### src/rtl/core/c5vwf_pkg.sv
// ----------------------------------------------------------------------------
// c5vwf_pkg: shared types and constants
// Widths, register indexes and the request record passed from front to back.
// ----------------------------------------------------------------------------
package c5vwf_pkg;

    localparam int MAX_SIDE_DEF    = 1024;
    localparam int KERNEL_SIZE_DEF = 5;
    localparam int PIXEL_BITS_DEF  = 16;
    localparam int KSZ             = 5;
    localparam int COEF_BITS       = 12;
    localparam int ROW_BITS        = 60;
    localparam int SIDE_BITS       = 11;
    localparam int POS_BITS        = 10;
    localparam int SUM_BITS        = 34;
    localparam int CFG_IDX_BITS    = 3;
    localparam int PIX_IN_BITS     = 16;

    localparam logic [CFG_IDX_BITS-1:0] REG_SIDE  = 3'd0;
    localparam logic [CFG_IDX_BITS-1:0] REG_COEF0 = 3'd1;
    localparam logic [CFG_IDX_BITS-1:0] REG_COEF4 = 3'd5;

    // One 5x5 window with its position, handed from the front to the back end.
    typedef struct packed {
        logic [KSZ*KSZ*PIX_IN_BITS-1:0] win;
        logic [POS_BITS-1:0]            row;
        logic [POS_BITS-1:0]            col;
        logic                           last;
    } t_win_req;

    typedef struct packed {
        logic [POS_BITS-1:0] out_row;
        logic [POS_BITS-1:0] out_col;
        logic [SUM_BITS-1:0] window_sum;
        logic                frame_last;
    } t_result;

endpackage

### src/rtl/core/c5vwf_fifo.sv
// ----------------------------------------------------------------------------
// c5vwf_fifo: request queue
// Two-entry queue between the front and the back end.
// ----------------------------------------------------------------------------
module c5vwf_fifo
    import c5vwf_pkg::*;
(
    input  logic     i_clk,
    input  logic     i_rst_n,
    input  logic     i_valid,
    output logic     o_ready,
    input  t_win_req i_data,
    output logic     o_valid,
    input  logic     i_ready,
    output t_win_req o_data
);
    t_win_req   r_mem [2];
    logic       r_wp, r_rp;
    logic [1:0] r_cnt;
    logic       wr, rd;

    assign o_ready = r_cnt != 2'd2;
    assign o_valid = r_cnt != 2'd0;
    assign wr      = i_valid && o_ready;
    assign rd      = o_valid && i_ready;
    assign o_data  = r_mem[r_rp];

    // Pointer and count update.
    always_ff @(posedge i_clk) begin
        if (!i_rst_n) begin
            r_wp  <= 1'b0;
            r_rp  <= 1'b0;
            r_cnt <= '0;
        end else begin
            if (wr) r_wp <= ~r_wp;
            if (rd) r_rp <= ~r_rp;
            r_cnt <= r_cnt + {1'b0, wr} - {1'b0, rd};
        end
    end

    always_ff @(posedge i_clk) begin
        if (wr) begin
            r_mem[r_wp] <= i_data;
        end
    end

`ifndef SYNTHESIS
    a_cnt: assert property (@(posedge i_clk) disable iff (!i_rst_n) r_cnt <= 2'd2)
        else $error("queue overflow");
    a_full: assert property (@(posedge i_clk) disable iff (!i_rst_n)
        r_cnt == 2'd2 && !rd |=> r_cnt == 2'd2)
        else $error("full queue lost an entry");
    a_empty: assert property (@(posedge i_clk) disable iff (!i_rst_n)
        r_cnt == 2'd0 && !wr |=> !o_valid)
        else $error("empty queue produced data");
`endif
endmodule

### config.mk
export PLATFORM = sky130hd
export DESIGN_NAME = c5vwf_fifo
export DESIGN_NICKNAME = d
export VERILOG_FILES = /design/src/rtl/core/c5vwf_pkg.sv /design/src/rtl/core/c5vwf_fifo.sv
export SDC_FILE = /design/constraint.sdc
export NUM_CORES = 1
export LEC_CHECK = 0
export BUFFER_PORTS_ARGS = -buffer_cell sky130_fd_sc_hd__buf_4
export CAP_MARGIN = 20
export CORE_AREA = 2 2 334 336
export DETAILED_ROUTE_END_ITERATION = 10
export DIE_AREA = 0 0 336 338
export GPL_TIMING_DRIVEN = 0
export PLACE_DENSITY_LB_ADDON = 0.12
export SLEW_MARGIN = 20
export SYNTH_ARGS = -nofsm -noshare
export SYNTH_HDL_FRONTEND = slang
export SYNTH_SLANG_ARGS = --single-unit
### constraint.sdc
create_clock -name i_clk -period 25.5 [get_ports i_clk]
set_input_delay 5.1 -clock i_clk [delete_from_list [all_inputs] [get_ports i_clk]]
set_output_delay 5.1 -clock i_clk [all_outputs]
set_load 0.05 [all_outputs]
==> flow_summary.json <==
{
  "synth_warnings": 0,
  "internal-power_mw": 3.293,
  "mostFrequentLayoutCell": "buf_4",
  "die_area_um2": 113600,
  "ys_seq_area_share_pct": 77.96,
  "yosysUniqueCellTypes": 20,
  "slew_violations": 0,
  "ios": 848,
  "slowest_delay_ps": 330,
  "syn_inst": 1334,
  "slew_headroom_pct": 64.97,
  "skew_ps": 14.15,
  "vias_per_cell": 4.119,
  "post_drt_wl_per_cell_um": 21.87,
  "regToRegSetupSlack_ps": 22520,
  "swShare_pct": 35.39,
  "syn-cell-area_um2": 32560,
  "p_switching_mw": 1.804,
  "postLayoutCoreUtil_pct": 40.52,
  "grt-ovfl-total": 0,
  "grt_max_degree": 50,
  "fmax_ghz": 0.1380,
  "dp_cells": 3699,
  "synthTopCellsByArea": "edfxtp_1, mux2_4, buf_12",
  "synth_area_per_cell_um2": 24.41,
  "hold_violations": 0,
  "crit_chain": "buf_6 > buf_8 > buf_8 > mux2_4 > buf_4",
  "holdWs_ps": 537.7,
  "grt_pass1_vias": 17590,
  "seq_area_um2": 25380,
  "fin_area_um2": 44590,
  "initial_utilization_pct": 29.58,
  "setup_ws_ps": 18250,
  "die_y_um": 338,
  "mostFrequentLayoutCells": "buf_4, edfxtp_1, mux2_4",
  "combPwrFrac_pct": 38.5,
  "cpMostUsedCell": "buf_8",
  "cts_hold_buf": 0,
  "drtPass1Iterations": 6,
  "path_buf_inv": 4,
  "cpMaxStageDelayCell": "mux2_4",
  "port_buffers": 847,
  "yosysTopAreaCell": "edfxtp_1",
  "cts_buffers": 96,
  "place_congestion": 0.7449,
  "num_vias": 15960,
  "numClockSinks": 847,
  "synth_top_area_share_pct": 77.65,
  "ys_ff_latch": 847,
  "max_slew.worst_pin.slew_ps": 524.3,
  "hp-class": "reg2reg",
  "multi_input_comb_area_um2": 6347,
  "ir_drop_mv": 0.05696,
  "rsz0062_at_grt": "false",
  "leakagePower_nw": 17.12,
  "clkPwrFrac_pct": 26.5,
  "area_growth_pct": 36.96,
  "clkTransAtPathRegs_ps": 60,
  "critPathKind": "reg2out",
  "min_period_ps": 7247,
  "cts_resized": 0,
  "grt_usage_pct": 14.30,
  "nets": 2736,
  "synth_top_family_by_area": "multiplexers",
  "cts_buffer_depth": 3,
  "fin_cells": 3875,
  "synth-simple-area-share_pct": 0.1883,
  "ant_nets": 0,
  "cts_tree": "done",
  "muxShareOfSynthArea_pct": 19.09,
  "syn-num-nets": 1761,
  "cp.required_ps": 20400,
  "rows": 122,
  "drcViolationCount": 0,
  "start_kind": "register",
  "clock_latency_ps": 660,
  "coreArea_um2": 110100,
  "grt_antenna_before_repair": 17,
  "place_area_um2": 41510,
  "pre_cts_ws_ps": 17850,
  "cts-root-buf": "clkbuf_16",
  "drt_iter0_drc": 715,
  "htreeDepth": 3,
  "die_w_um": 336,
  "min_period_over_period_pct": 28.42,
  "power.density_nw_per_um2": 114.3,
  "pwr-share-seq_pct": 35.0,
  "crit_family": "buffers and inverters",
  "grt_pass1_wl_um": 116700,
  "filler_cell_count": 9962,
  "fin_tns_setup_ps": 0,
  "dpl.hpwl_um": 63510,
  "crit_arrival_ps": 2150,
  "drive_gt1_share_pct": 62.08,
  "wl_um": 84760,
  "synthXorXnorAreaFrac_pct": 0.08070,
  "cts_setup_buffers": 0,
  "worstPathMaxFanout": 10,
  "end_kind": "primary output",
  "maxCapViolations": 0,
  "synth-adder-area-share_pct": 0.07686,
  "synth_compound_area_share_pct": 0.02306,
  "setup_viol": 0,
  "power.total_mw": 5.097,
  "status": "complete, no violations"
}
==> worst paths after layout <==
path	startpoint	endpoint	cells past startpoint
worst min register to register	r_wp	r_wp	2
worst max register to register	r_cnt[0]	r_mem[0][64]	10
worst max-delay path	register	o_data[349]	5
worst min-delay path	r_wp	r_wp	2
==> flip-flops by register name, summed over array words and instances, names as in the netlist, named ones only <==
name,flops
r_mem,842
r_rp,1
r_cnt,2
r_wp,1
==> worst register-to-register path: cells and delay by family (launching register included) <==
| kind | cells | cell delay [ps] |
|---|---|---|
| buffers and inverters | 7 | 1510 |
| DFF | 1 | 360 |
| and+or+nand+nor | 3 | 800 |
==> power groups by stage <==
stage / sequential (mW) / combinational (mW) / clock [mW]
final: 1.78 / 1.96 / 1.35
after global routing: 1.80 / 2.04 / 1.45
after CTS: 1.79 / 2.00 / 1.40
after detailed placement: 1.82 / 1.99 / 0
after global placement: 2.04 / 1.93 / 0
after floorplan: 1.94 / 1.39 / 0
==> cells in the mapped netlist <==
library cell,count
xnor2_1,3
buf_8,10
and3_1,1
dfxtp_1,5
nor2b_1,2
nor2_1,1
or2_2,1
buf_12,33
buf_2,3
nand2b_1,2
nand2_1,2
o21a_1,1
mux2_2,31
mux2i_1,1
buf_6,1
inv_1,1
edfxtp_1,842
mux2_4,390
and2_1,2
ha_1,2
==> cell type report <==
type | count | share of cell area [%]
sequential | 847 | 56.92
timing repair buffer | 877 | 15.86
multi-input combinational | 439 | 14.23
clock buffer | 117 | 5.612
tap | 1488 | 4.175
buffer | 47 | 1.877
clock inverter | 51 | 1.265
antenna | 8 | 0.04489
inverter | 1 | 0.008418
==> routing by layer <==
layer  wire length, µm  vias to the layer above  global-route usage (%)
met2             46170                      566                   26.64
met1             26810                     7901                   13.21
met5               130                        -                       0
met3              8429                      157                   6.453
li1                  -                     7319                       -
met4              3218                       20                   6.622
==> cell families (layout without fill, tap and decap cells) <==
group	Yosys count	count (layout)
other	0	8
adders and majority gates	2	2
and+or+nand+nor	11	11
DFF	847	847
AOI/OAI and AO/OA	1	1
xor gates and xnor gates	3	3
buffers and inverters	48	1093
muxes	422	422
(Power assumes the default switching activity.)
